`config.mk`:
```
export PLATFORM = sky130hd
export DESIGN_NAME = url_payload_base64url_decoder
export DESIGN_NICKNAME = d
export VERILOG_FILES = /design/src/hdl/ubd_pkg.sv /design/src/hdl/ubd_front.sv /design/src/hdl/ubd_queue.sv /design/src/hdl/ubd_back.sv /design/src/hdl/url_payload_base64url_decoder.sv
export SDC_FILE = /design/constraint.sdc
export NUM_CORES = 1
export LEC_CHECK = 0
export ABC_AREA = 1
export BUFFER_PORTS_ARGS = -buffer_cell sky130_fd_sc_hd__buf_2
export CAP_MARGIN = 10
export CORE_MARGIN = 5
export CORE_UTILIZATION = 50
export DETAILED_ROUTE_END_ITERATION = 10
export PLACE_DENSITY = 0.72
export SETUP_SLACK_MARGIN = 0.3
export SLEW_MARGIN = 5
export SYNTH_ARGS = -nofsm -noshare
export SYNTH_HDL_FRONTEND = slang
export SYNTH_SLANG_ARGS = --single-unit
```
`constraint.sdc`:
```
create_clock -name clk -period 5.15 [get_ports clk]
set_clock_uncertainty 0.1 [all_clocks]
set_input_delay 1.545 -clock clk [delete_from_list [all_inputs] [get_ports clk]]
set_output_delay 1.545 -clock clk [all_outputs]
set_load 0.1 [all_outputs]
```
`src/hdl/ubd_pkg.sv`:
```
// Shared types, constants and the alphabet lookup for the base64url payload decoder.
// No dependencies; used by every module of the block.
`default_nettype none

package ubd_pkg;

    // Configuration register file
    localparam int unsigned PADDR_W        = 3;
    localparam int unsigned PDATA_W        = 32;
    localparam logic        REG_TERM_COUNT = 1'b0;   // register index, paddr[2]
    localparam logic [1:0]  TERM_COUNT_RST = 2'd2;
    localparam logic [1:0]  TERM_COUNT_MAX = 2'd2;

    // Command queue between front and back
    localparam int unsigned QUEUE_DEPTH = 4;

    // Results one character can cause
    localparam int unsigned MAX_RESULTS = 4;

    // Alphabet offsets
    localparam logic [5:0] LOWER_BASE = 6'd26;
    localparam logic [5:0] DIGIT_BASE = 6'd52;
    localparam logic [5:0] CODE_DASH  = 6'd62;
    localparam logic [5:0] CODE_UNDER = 6'd63;

    // Characters of the scheme separator
    localparam logic [7:0] CH_COLON = 8'h3A;
    localparam logic [7:0] CH_SLASH = 8'h2F;

    // One queued command: the results of one character, in order
    typedef struct packed {
        logic [MAX_RESULTS-1:0][7:0] bytes;
        logic [2:0]                  count;    // 1 .. MAX_RESULTS
        logic                        missing;  // no-prefix status result
        logic                        last;     // final result carries tlast
    } cmd_t;

    // Sextet lookup: bit 6 set means the character is outside the alphabet
    function automatic logic [6:0] sextet_of(input logic [7:0] ch);
        logic [6:0] res;
        res = 7'h40;
        if (ch >= 8'h41 && ch <= 8'h5A)
            res = {1'b0, ch[5:0] - 6'h01};
        else if (ch >= 8'h61 && ch <= 8'h7A)
            res = {1'b0, ch[5:0] - 6'h21 + LOWER_BASE};
        else if (ch >= 8'h30 && ch <= 8'h39)
            res = {1'b0, ch[5:0] - 6'h30 + DIGIT_BASE};
        else if (ch == 8'h2D)
            res = {1'b0, CODE_DASH};
        else if (ch == 8'h5F)
            res = {1'b0, CODE_UNDER};
        return res;
    endfunction

endpackage

`default_nettype wire

```
`src/hdl/ubd_front.sv`:
```
// Front part: accepts characters, tracks the scheme separator and the bit accumulator,
// and builds one command per character that causes results. Depends on ubd_pkg.
`default_nettype none

module ubd_front (
    input  wire logic              clk,
    input  wire logic              rst_n,
    input  wire logic              s_tvalid,
    output logic                   s_tready,
    input  wire logic [7:0]        in_char,
    input  wire logic              in_last,
    input  wire logic [1:0]        term_count,
    input  wire logic              queue_full,
    output logic                   push,
    output ubd_pkg::cmd_t          push_cmd
);

    logic       sep_found_reg,  sep_found_next;
    logic       after_colon_reg, after_colon_next;
    logic [1:0] slash_cnt_reg,  slash_cnt_next;
    logic [2:0] held_cnt_reg,   held_cnt_next;
    logic [5:0] held_bits_reg,  held_bits_next;

    logic       accept;
    logic [6:0] sextet;
    logic       pay_valid;
    logic [7:0] pay_byte;
    logic       flush_valid;
    logic [7:0] flush_byte;
    logic [1:0] terms;
    logic [1:0] slash_inc;

    assign s_tready = !queue_full;
    assign accept   = s_tvalid && s_tready;
    assign sextet   = ubd_pkg::sextet_of(in_char);
    assign slash_inc = slash_cnt_reg + 2'd1;

    // Separator search and bit accumulator
    always_comb
    begin
        sep_found_next   = sep_found_reg;
        after_colon_next = after_colon_reg;
        slash_cnt_next   = slash_cnt_reg;
        held_cnt_next    = held_cnt_reg;
        held_bits_next   = held_bits_reg;
        pay_valid        = 1'b0;
        pay_byte         = 8'd0;
        if (!sep_found_reg)
        begin
            if (in_char == ubd_pkg::CH_COLON)
            begin
                slash_cnt_next   = 2'd0;
                after_colon_next = 1'b1;
            end
            else if (in_char == ubd_pkg::CH_SLASH)
            begin
                if (after_colon_reg || slash_cnt_reg != 2'd0)
                begin
                    slash_cnt_next = slash_inc;
                    if (slash_inc == 2'd2)
                        sep_found_next = 1'b1;
                end
                after_colon_next = 1'b0;
            end
            else
            begin
                after_colon_next = 1'b0;
                slash_cnt_next   = 2'd0;
            end
        end
        else if (!sextet[6])
        begin
            case (held_cnt_reg)
                3'd2:
                begin
                    pay_valid      = 1'b1;
                    pay_byte       = {held_bits_reg[1:0], sextet[5:0]};
                    held_bits_next = 6'd0;
                    held_cnt_next  = 3'd0;
                end
                3'd4:
                begin
                    pay_valid      = 1'b1;
                    pay_byte       = {held_bits_reg[3:0], sextet[5:2]};
                    held_bits_next = {4'd0, sextet[1:0]};
                    held_cnt_next  = 3'd2;
                end
                3'd6:
                begin
                    pay_valid      = 1'b1;
                    pay_byte       = {held_bits_reg, sextet[5:4]};
                    held_bits_next = {2'd0, sextet[3:0]};
                    held_cnt_next  = 3'd4;
                end
                default:
                begin
                    held_bits_next = sextet[5:0];
                    held_cnt_next  = 3'd6;
                end
            endcase
        end
    end

    // Leftover bits, left-aligned, as the flush byte
    always_comb
    begin
        flush_valid = 1'b1;
        case (held_cnt_next)
            3'd2:    flush_byte = {held_bits_next[1:0], 6'd0};
            3'd4:    flush_byte = {held_bits_next[3:0], 4'd0};
            3'd6:    flush_byte = {held_bits_next, 2'd0};
            default:
            begin
                flush_valid = 1'b0;
                flush_byte  = 8'd0;
            end
        endcase
    end

    assign terms = (term_count > ubd_pkg::TERM_COUNT_MAX) ? ubd_pkg::TERM_COUNT_MAX
                                                          : term_count;

    // Assemble the command; terminators are the zero bytes behind the data
    always_comb
    begin
        push_cmd       = '0;
        push_cmd.last  = in_last;
        if (!in_last)
        begin
            push_cmd.bytes[0] = pay_byte;
            push_cmd.count    = {2'd0, pay_valid};
        end
        else if (!sep_found_next)
        begin
            push_cmd.missing = 1'b1;
            push_cmd.count   = 3'd1;
        end
        else
        begin
            push_cmd.bytes[0] = pay_valid ? pay_byte : flush_byte;
            push_cmd.bytes[1] = (pay_valid && flush_valid) ? flush_byte : 8'd0;
            push_cmd.count    = {2'd0, pay_valid} + {2'd0, flush_valid} + {1'b0, terms};
        end
    end

    assign push = accept && (push_cmd.count != 3'd0);

    // Advance the stream state; clear it after the final character
    always_ff @(posedge clk or negedge rst_n)
    begin
        if (!rst_n)
        begin
            sep_found_reg   <= 1'b0;
            after_colon_reg <= 1'b0;
            slash_cnt_reg   <= 2'd0;
            held_cnt_reg    <= 3'd0;
            held_bits_reg   <= 6'd0;
        end
        else if (accept)
        begin
            if (in_last)
            begin
                sep_found_reg   <= 1'b0;
                after_colon_reg <= 1'b0;
                slash_cnt_reg   <= 2'd0;
                held_cnt_reg    <= 3'd0;
                held_bits_reg   <= 6'd0;
            end
            else
            begin
                sep_found_reg   <= sep_found_next;
                after_colon_reg <= after_colon_next;
                slash_cnt_reg   <= slash_cnt_next;
                held_cnt_reg    <= held_cnt_next;
                held_bits_reg   <= held_bits_next;
            end
        end
    end

endmodule

`default_nettype wire

```
`src/hdl/ubd_queue.sv`:
```
// Short command queue between the front and back parts of the decoder.
// Depends on ubd_pkg for the command type.
`default_nettype none

module ubd_queue #(
    parameter int unsigned Depth = ubd_pkg::QUEUE_DEPTH
) (
    input  wire logic          clk,
    input  wire logic          rst_n,
    input  wire logic          push,
    input  wire ubd_pkg::cmd_t push_cmd,
    input  wire logic          pop,
    output ubd_pkg::cmd_t      head,
    output logic               empty,
    output logic               full
);

    localparam int unsigned PtrW = (Depth > 1) ? $clog2(Depth) : 1;
    localparam int unsigned CntW = $clog2(Depth + 1);
    localparam logic [PtrW-1:0] LastPtr = PtrW'(Depth - 1);
    localparam logic [CntW-1:0] FullCnt = CntW'(Depth);

    ubd_pkg::cmd_t   entry_reg [Depth];
    logic [PtrW-1:0] wr_ptr_reg, wr_ptr_next;
    logic [PtrW-1:0] rd_ptr_reg, rd_ptr_next;
    logic [CntW-1:0] fill_reg,   fill_next;

    assign empty = (fill_reg == '0);
    assign full  = (fill_reg == FullCnt);
    assign head  = entry_reg[rd_ptr_reg];

    always_comb
    begin
        wr_ptr_next = (wr_ptr_reg == LastPtr) ? '0 : wr_ptr_reg + PtrW'(1);
        rd_ptr_next = (rd_ptr_reg == LastPtr) ? '0 : rd_ptr_reg + PtrW'(1);
        fill_next   = fill_reg;
        if (push && !pop)
            fill_next = fill_reg + CntW'(1);
        else if (pop && !push)
            fill_next = fill_reg - CntW'(1);
    end

    // Store incoming commands
    always_ff @(posedge clk)
    begin
        if (push)
            entry_reg[wr_ptr_reg] <= push_cmd;
    end

    // Advance pointers and fill level
    always_ff @(posedge clk or negedge rst_n)
    begin
        if (!rst_n)
        begin
            wr_ptr_reg <= '0;
            rd_ptr_reg <= '0;
            fill_reg   <= '0;
        end
        else
        begin
            if (push)
                wr_ptr_reg <= wr_ptr_next;
            if (pop)
                rd_ptr_reg <= rd_ptr_next;
            fill_reg <= fill_next;
        end
    end

endmodule

`default_nettype wire

```
`src/hdl/ubd_back.sv`:
```
// Back part: walks the results of the command at the queue head, one a cycle
// while not stalled, into the output register. Depends on ubd_pkg.
`default_nettype none

module ubd_back (
    input  wire logic          clk,
    input  wire logic          rst_n,
    input  wire ubd_pkg::cmd_t head,
    input  wire logic          empty,
    output logic               pop,
    output logic               m_tvalid,
    input  wire logic          m_tready,
    output logic [7:0]         out_byte,
    output logic               prefix_missing,
    output logic               out_last
);

    logic [1:0] idx_reg;
    logic       out_valid_reg;
    logic [7:0] out_byte_reg;
    logic       out_missing_reg;
    logic       out_last_reg;

    logic       slot_free;
    logic       emit;
    logic       final_slot;

    assign slot_free  = !out_valid_reg || m_tready;
    assign emit       = slot_free && !empty;
    assign final_slot = (({1'b0, idx_reg}) + 3'd1) == head.count;
    assign pop        = emit && final_slot;

    // Step through the results of the head command
    always_ff @(posedge clk or negedge rst_n)
    begin
        if (!rst_n)
        begin
            idx_reg       <= 2'd0;
            out_valid_reg <= 1'b0;
        end
        else
        begin
            if (emit)
                idx_reg <= final_slot ? 2'd0 : idx_reg + 2'd1;
            if (slot_free)
                out_valid_reg <= emit;
        end
    end

    // Hold the output payload until the transfer completes
    always_ff @(posedge clk)
    begin
        if (emit)
        begin
            out_byte_reg    <= head.bytes[idx_reg];
            out_missing_reg <= head.missing;
            out_last_reg    <= head.last && final_slot;
        end
    end

    assign m_tvalid       = out_valid_reg;
    assign out_byte       = out_byte_reg;
    assign prefix_missing = out_missing_reg;
    assign out_last       = out_last_reg;

endmodule

`default_nettype wire

```
`src/hdl/url_payload_base64url_decoder.sv`:
```
// Top level of the base64url payload decoder: configuration registers and the
// front, queue and back parts. Depends on ubd_pkg, ubd_front, ubd_queue, ubd_back.
//
//   Channel  Direction  Carries
//   s_*      in         one character, tlast on the final character of a string
//   m_*      out        decoded byte, flush byte, terminator or no-prefix status
//   APB      in/out     terminator_count at byte address 0
//
// One character is accepted every cycle while the command queue has room.
// The back part delivers one result per cycle while m_tready does not stall it;
// only the final character of a string gives a burst of up to four results, absorbed by the command queue.
// A character's first result passes the queue entry, then the output register.
// Reset is asynchronous; terminator_count returns to 2 and no clearing pass runs.
// A stalled output holds its transfer; the queue fills and then drops s_tready.
`default_nettype none

module url_payload_base64url_decoder #(
    parameter int unsigned QueueDepth = ubd_pkg::QUEUE_DEPTH
) (
    input  wire logic                        clk,
    input  wire logic                        rst_n,
    // Input characters
    input  wire logic                        s_tvalid,
    output logic                             s_tready,
    input  wire logic [7:0]                  s_tdata,   // [7:0] in_char
    input  wire logic                        s_tlast,
    // Results
    output logic                             m_tvalid,
    input  wire logic                        m_tready,
    output logic [7:0]                       m_tdata,   // [7:0] out_byte
    output logic                             m_tuser,   // [0] prefix_missing
    output logic                             m_tlast,
    // Configuration
    input  wire logic                        psel,
    input  wire logic                        penable,
    input  wire logic                        pwrite,
    input  wire logic [ubd_pkg::PADDR_W-1:0] paddr,
    input  wire logic [ubd_pkg::PDATA_W-1:0] pwdata,
    output logic [ubd_pkg::PDATA_W-1:0]      prdata,
    output logic                             pready
);

    logic [1:0]    term_count_reg;
    logic          cfg_write;
    logic          queue_full;
    logic          queue_empty;
    logic          push;
    logic          pop;
    ubd_pkg::cmd_t push_cmd;
    ubd_pkg::cmd_t head;

    assign pready    = 1'b1;
    assign cfg_write = psel && penable && pwrite && pready;

    // Configuration register
    always_ff @(posedge clk or negedge rst_n)
    begin
        if (!rst_n)
            term_count_reg <= ubd_pkg::TERM_COUNT_RST;
        else if (cfg_write && paddr[2] == ubd_pkg::REG_TERM_COUNT)
            term_count_reg <= pwdata[1:0];
    end

    // Read back
    always_comb
    begin
        prdata = '0;
        if (paddr[2] == ubd_pkg::REG_TERM_COUNT)
            prdata = {{(ubd_pkg::PDATA_W-2){1'b0}}, term_count_reg};
    end

    ubd_front u_front (
        .clk        (clk),
        .rst_n      (rst_n),
        .s_tvalid   (s_tvalid),
        .s_tready   (s_tready),
        .in_char    (s_tdata),
        .in_last    (s_tlast),
        .term_count (term_count_reg),
        .queue_full (queue_full),
        .push       (push),
        .push_cmd   (push_cmd)
    );

    ubd_queue #(
        .Depth (QueueDepth)
    ) u_queue (
        .clk      (clk),
        .rst_n    (rst_n),
        .push     (push),
        .push_cmd (push_cmd),
        .pop      (pop),
        .head     (head),
        .empty    (queue_empty),
        .full     (queue_full)
    );

    ubd_back u_back (
        .clk            (clk),
        .rst_n          (rst_n),
        .head           (head),
        .empty          (queue_empty),
        .pop            (pop),
        .m_tvalid       (m_tvalid),
        .m_tready       (m_tready),
        .out_byte       (m_tdata),
        .prefix_missing (m_tuser),
        .out_last       (m_tlast)
    );

endmodule

`default_nettype wire

```
==> results.tsv, run 1 <==
metric	value	unit
p_leak	0.00331	uW
power_switching	1480	uW
syn-instance-count	659	
synth-seq-area-share	52.4	%
cts.path.max_buffers	2	
io_buffers	32	
ys.flop_type	edfxtp_1	
dieArea	14600	um^2
worstSkewPairLatency	350	ps
syn_to_final_growth	28.4	%
layout-drive-gt1-share	27.0	%
power	3420	uW
avgSynthCellArea	9.30	um^2
worstPathArrival	5390	ps
max_stage_delay	460	ps
start_util	51.0	%
slowest_stage	fa_1	
routedWlPerCell	17.4	um
vias	5048	
grt.total_usage	21.2	%
p_clk_share	20.5	%
crit_path_start_kind	input pin	
slew_viol_final	0	
swShare	43.3	%
cts_max_level	3	
yosysWarnings	0	
rsz0062_at_grt	true	
filler_cell_count	892	
peakVddDrop	0.000180	V
async_reset_ff_share	22.5	%
netlist_area	6130	um^2
rrSetupSlack	1010	ps
cts_tree	yes	
hold_slack	450	ps
grt_pass1_vias	4832	
routed_wl	16.2	mm
required	5280	ps
ys_ff_latch	111	
die_y	121	um
crit_fanout	6	
post-route-min-period	5270	ps
timing.fmax	0.190	GHz
intPower	1940	uW
largest_reg_flops	76	
post-route-period-util	102	%
top_level_ports	96	
hold_viol	0	
worstMarginPinSlew	1160	ps
antenna_left	0	
cpMostUsedCell	nand2_4	
violations	setup timing	
critPathKind	input pin to flop	
synth_edf_count	86	
globalplace.congestion	0.869	
powerDensity	435	nW/um^2
routed_via_density	5.44	
num_rows	40	
grt_pass1_wl	24.0	mm
antenna_cells	0	
drt_iter0_markers	406	
min_path_type	flop to flop	
drcViolationCount	0	
synth_cell_types	41	
dieWidth	121	um
cts-root-buf	clkbuf_16	
dpl.hpwl	9.63	mm
core_area	12000	um^2
maxCapViolCount	0	
end_kind	flop	
first_pass_iters	5	
slew-limit-headroom	22.7	%
worst_slack	-116	ps
status	complete, but fails checks	
grt_max_degree	42	
combPwrFrac	43.8	%
grt_antenna_before_repair	0	
overflow	0	
pwr-share-seq	35.7	%
setup_viol	1	
clkTransAtPathRegs	70	ps
cts_buffers	9	
nets	850	
clock_sinks	111	
## area by class of cell
cell class              instances  area [um^2]  share of cell area (%)
clock buffers                  10          229                    2.91
well taps                     147          184                    2.34
flip-flops and latches        111         3210                    40.8
inverters                      74          305                    3.88
repair buffers                125         1220                    15.5
multi-input cells             455         2650                    33.7
clock inverters                 6         67.6                   0.858
## stage by stage
stage	cell area, um^2	instances	setup WS, ps	util [%]	TNS (ps)
detailed placement	6770	870	-335	56.4	-7580
global placement	6770	870	-258	56.4	-1100
global route	7870	928	-269	65.5	-4850
floorplan	6330	688	-160	-	-4710
finish	7870	928	-116	65.5	-116
CTS	7630	918	145	63.5	0
## cells in the mapped netlist (4+ instances only)
master,count,area share (%)
a21oi_1,29,2.4
buf_4,31,3.8
clkbuf_1,11,0.67
dfrtp_1,24,9.8
edfxtp_1,86,42
ha_1,21,4.3
inv_1,65,4.0
inv_2,5,0.31
nand2_1,126,7.7
nand2_2,4,0.41
nand2_4,7,1.3
nand3_1,26,2.1
nor2_1,81,5.0
nor2_2,4,0.41
nor2_4,5,0.92
o21ai_0,59,4.8
o21ai_1,5,0.41
o22ai_1,22,2.2
xor2_1,10,1.4
## cells by family after synthesis
kind of cell    Yosys count  synth area share [%]
xor+xnor                 12                  1.71
flops                   111                  52.4
simple gates            266                  19.8
buf+inv                 122                  10.0
compound gates          123                  11.0
other cells               2                 0.123
fa+ha+maj                23                  4.94
## cells in the final DEF, fill, tap and decap left out, drive strengths merged
master and instances:
buf 121, inv 72, edfxtp 86, nand2 137, dfrtp 24, nor3 2
clkinv 5, nor4 2, xnor2 2, o21ai 64, xor2 10, a32oi 3
dfstp 1, a31oi 2, conb 31, fa 2, o32ai 1, clkinvlp 2
ha 21, a21oi 31, nand3b 1, bufinv 1, nand3 30, nor2 91
clkbuf 14, o22ai 22, nand4 3
## metal layers
metal | track usage [%] | vias to the layer above | wire, um
met2 | 37.3 | 203 | 8410
met1 | 25.8 | 2412 | 6320
met5 | 0 | - | 0
li1 | - | 2389 | -
met4 | 6.30 | 0 | 413
met3 | 5.00 | 44 | 1010
## power groups by stage
stage | combinational, uW | clock, uW | sequential (uW)
6_report | 1500 | 702 | 1220
5_1_grt | 1610 | 747 | 1240
4_1_cts | 1400 | 702 | 1220
3_5_place_dp | 1280 | 0 | 1240
3_3_place_gp | 1240 | 0 | 1230
2_1_floorplan | 728 | 0 | 1510
## critical path, delay by kind of cell
family                   cells  cell delay, ps
adder cells (fa/ha/maj)      6            1560
AND/OR/NAND/NOR             12            1290
buffers and inverters        6             430
AO/OA/AOI/OAI                3             400
XOR/XNOR                     1             160
## path summary, 6_finish.rpt
check / from / end / cells after the start
setup / recovery: s_tdata[1] / u_queue.fill_reg[2]$_DFFE_PN0P_ / 28
hold / removal: u_front.after_colon_reg$_DFFE_PN0P_ / u_front.after_colon_reg$_DFFE_PN0P_ / 2
setup reg to reg: u_front.held_cnt_reg[0]$_DFFE_PN0P_ / u_queue.fill_reg[2]$_DFFE_PN0P_ / 23
hold reg to reg: u_front.after_colon_reg$_DFFE_PN0P_ / u_front.after_colon_reg$_DFFE_PN0P_ / 2
max in group asynchronous: rst_n / u_front.held_bits_reg[1]$_DFFE_PN0P_ / 1
min in group asynchronous: rst_n / term_count_reg[0]$_DFFE_PN0P_ / 1
## what timing repair did
item / in CTS / in global routing
buffers inserted: 25 / 6
gates resized for setup: 43 / 16
gates cloned: 7 / 4
hold buffers: 0 / 0
endpoints found under the setup margin: 78 / 79
pin swaps: 23 / 8
Note: power is estimated with default switching activity, not from simulation.
==> inputs of run 2 (changes only) <==
Settings changed: SETUP_SLACK_MARGIN 0.3 to not set.
==> run 2 against run 1 <==
The run now ends clean. First-iteration DRC count shrank 27%. Critical path depth grew 1. Clock-buffer cell count is the same. Sequential power is essentially flat. Hold slack lost 22 ps. Global-route usage shrank 2.6 points. Sequential share of layout area grew 3.7 points. Flip-flop and latch count is the same. Maximum frequency grew 4.8%. Core utilization shrank 5.4 points. Combinational power shrank 13%. Critical path type unchanged.
==> results.tsv, run 2 (synthesis results as in run 1) <==
metric	value	unit	change
clkTransAtPathRegs	70	ps	about the same
overflow	0		unchanged
grt_max_degree	42		unchanged
hold_slack	428	ps	-21.7 ps
post-route-min-period	5030	ps	-241 ps
timing.fmax	0.199	GHz	+4.8%
syn_to_final_growth	17.8	%	
status	finished, final reports clean		
layout_commonest_cell	nand2_1		
clock_sinks	111		unchanged
cts.path.max_buffers	2		unchanged
pre_cts_ws	-308	ps	+26.8 ps
globalplace.congestion	0.868		-0.13%
required	5280	ps	about the same
post-route-period-util	97.6	%	-4.7 points
worstPathArrival	5150	ps	-240 ps
max_stage_delay	410	ps	-50 ps
cts-root-buf	clkbuf_16		
final.setup.tns	0	ps	+116 ps
dieWidth	121	um	unchanged
min_path_type	flop to flop		
cts_buffers	9		unchanged
vias	4646		-8.0%
cts_tree	yes		
routed_wl	13.5	mm	-16%
slowest_stage	fa_1		
setup_viol	0		-1
worstSkewPairLatency	350	ps	about the same
largest_reg_flops	76		unchanged
grt_pass1_vias	4354		-9.9%
critPathKind	input pin to flop		
worst_slack	125	ps	+241 ps
p_leak	0.00301	uW	-9.1%
filler_cell_count	1003		+12%
crit_path_start_kind	input pin		
cts_max_level	3		unchanged
routedWlPerCell	15.1	um	-13%
nets	817		-3.9%
antenna_cells	0		unchanged
grt_antenna_before_repair	0		unchanged
dpl.hpwl	9.53	mm	-1.0%
dieArea	14600	um^2	unchanged
crit_fanout	6		unchanged
top_level_ports	96		unchanged
peakVddDrop	0.000175	V	-2.8%
layout-drive-gt1-share	23.2	%	-3.9 points
drt_iter0_markers	295		-27%
first_pass_iters	5		unchanged
num_rows	40		unchanged
maxCapViolCount	0		unchanged
cts_hold_buf	0		unchanged
final_cell_mix	nand2_1 (119), edfxtp_1 (86), nor2_1 (76)		
slew-limit-headroom	24.1	%	+1.4 points
end_kind	flop		
start_util	51.0	%	unchanged
core_area	12000	um^2	unchanged
hold_viol	0		unchanged
slew_viol_final	0		unchanged
final_cells	894		-3.7%
grt_pass1_wl	21.5	mm	-10%
drcViolationCount	0		unchanged
dp.cells	868		-0.23%
grt.total_usage	18.6	%	-2.6 points
worstMarginPinSlew	1140	ps	-21.1 ps
io_buffers	32		unchanged
antenna_left	0		unchanged
die_y	121	um	unchanged
routed_via_density	5.20		-4.5%
powerDensity	438	nW/um^2	+0.67%
## run 2: changes by cell type in the layout (fill, tap and decap cells not counted), sizes merged
cell | previous run | this run
buf | 121 | 92
bufinv | 1 | 0
clkbuf | 14 | 10
clkinv | 5 | 2
clkinvlp | 2 | 5
## run 2: area by class of cell
type	instances	area (um^2)	share of cell area, %
Clock buffer	10	229	3.17
Sequential cell	111	3210	44.5
Timing Repair Buffer	92	669	9.27
Clock inverter	5	42.5	0.589
Multi-Input combinational cell	455	2580	35.8
Inverter	74	300	4.16
Tap cell	147	184	2.55
## run 2: layer usage
metal	vias up	global-route usage [%]	part of all wire [%]
met5	-	0	0
met2	126	31.8	51
li1	2306	-	-
met4	0	4.04	0.98
met3	12	3.27	5.2
met1	2202	25.0	43
## run 2: critical path: cells and delay by family
family / cells / cell delay [ps]
adders and majority gates: 6 / 1470
xor gates and xnor gates: 1 / 140
and+or+nand+nor: 11 / 1100
buffers and inverters: 7 / 460
AOI/OAI and AO/OA: 4 / 410
## run 2: path summary, 6_finish.rpt
path / from / to / slack, ps / depth (start not counted)
max: s_tdata[1] / u_queue.fill_reg[2]$_DFFE_PN0P_ / 120 / 29
min reg2reg: term_count_reg[0]$_DFFE_PN0P_ / term_count_reg[0]$_DFFE_PN0P_ / 430 / 2
max reg2reg: u_front.held_cnt_reg[1]$_DFFE_PN0P_ / u_queue.fill_reg[2]$_DFFE_PN0P_ / 1210 / 24
min in group asynchronous: rst_n / u_queue.wr_ptr_reg[1]$_DFFE_PN0P_ / 1110 / 1
min: term_count_reg[0]$_DFFE_PN0P_ / term_count_reg[0]$_DFFE_PN0P_ / 430 / 2
max in group asynchronous: rst_n / u_queue.fill_reg[1]$_DFFE_PN0P_ / 3440 / 1
## run 2: power by group
part | internal [uW] | switching (uW) | total, uW
logic | 321 | 977 | 1300
registers | 1130 | 87.2 | 1220
clock network | 331 | 314 | 645
## run 2: repair_timing
item / in CTS / in global routing
setup endpoints to repair: 0 / 2
setup buffers: 0 / 11
resized for setup: 0 / 24
## run 2: through the flow
step | utilization [%] | power (uW) | cell area (um^2)
final | 60.1 | 3160 | 7220
after global routing | 60.1 | 3340 | 7220
after CTS | 58.5 | 3160 | 7030
after detailed placement | 56.3 | 2510 | 6760
after global placement | 56.3 | 2470 | 6760
after floorplan | - | 2240 | 6330
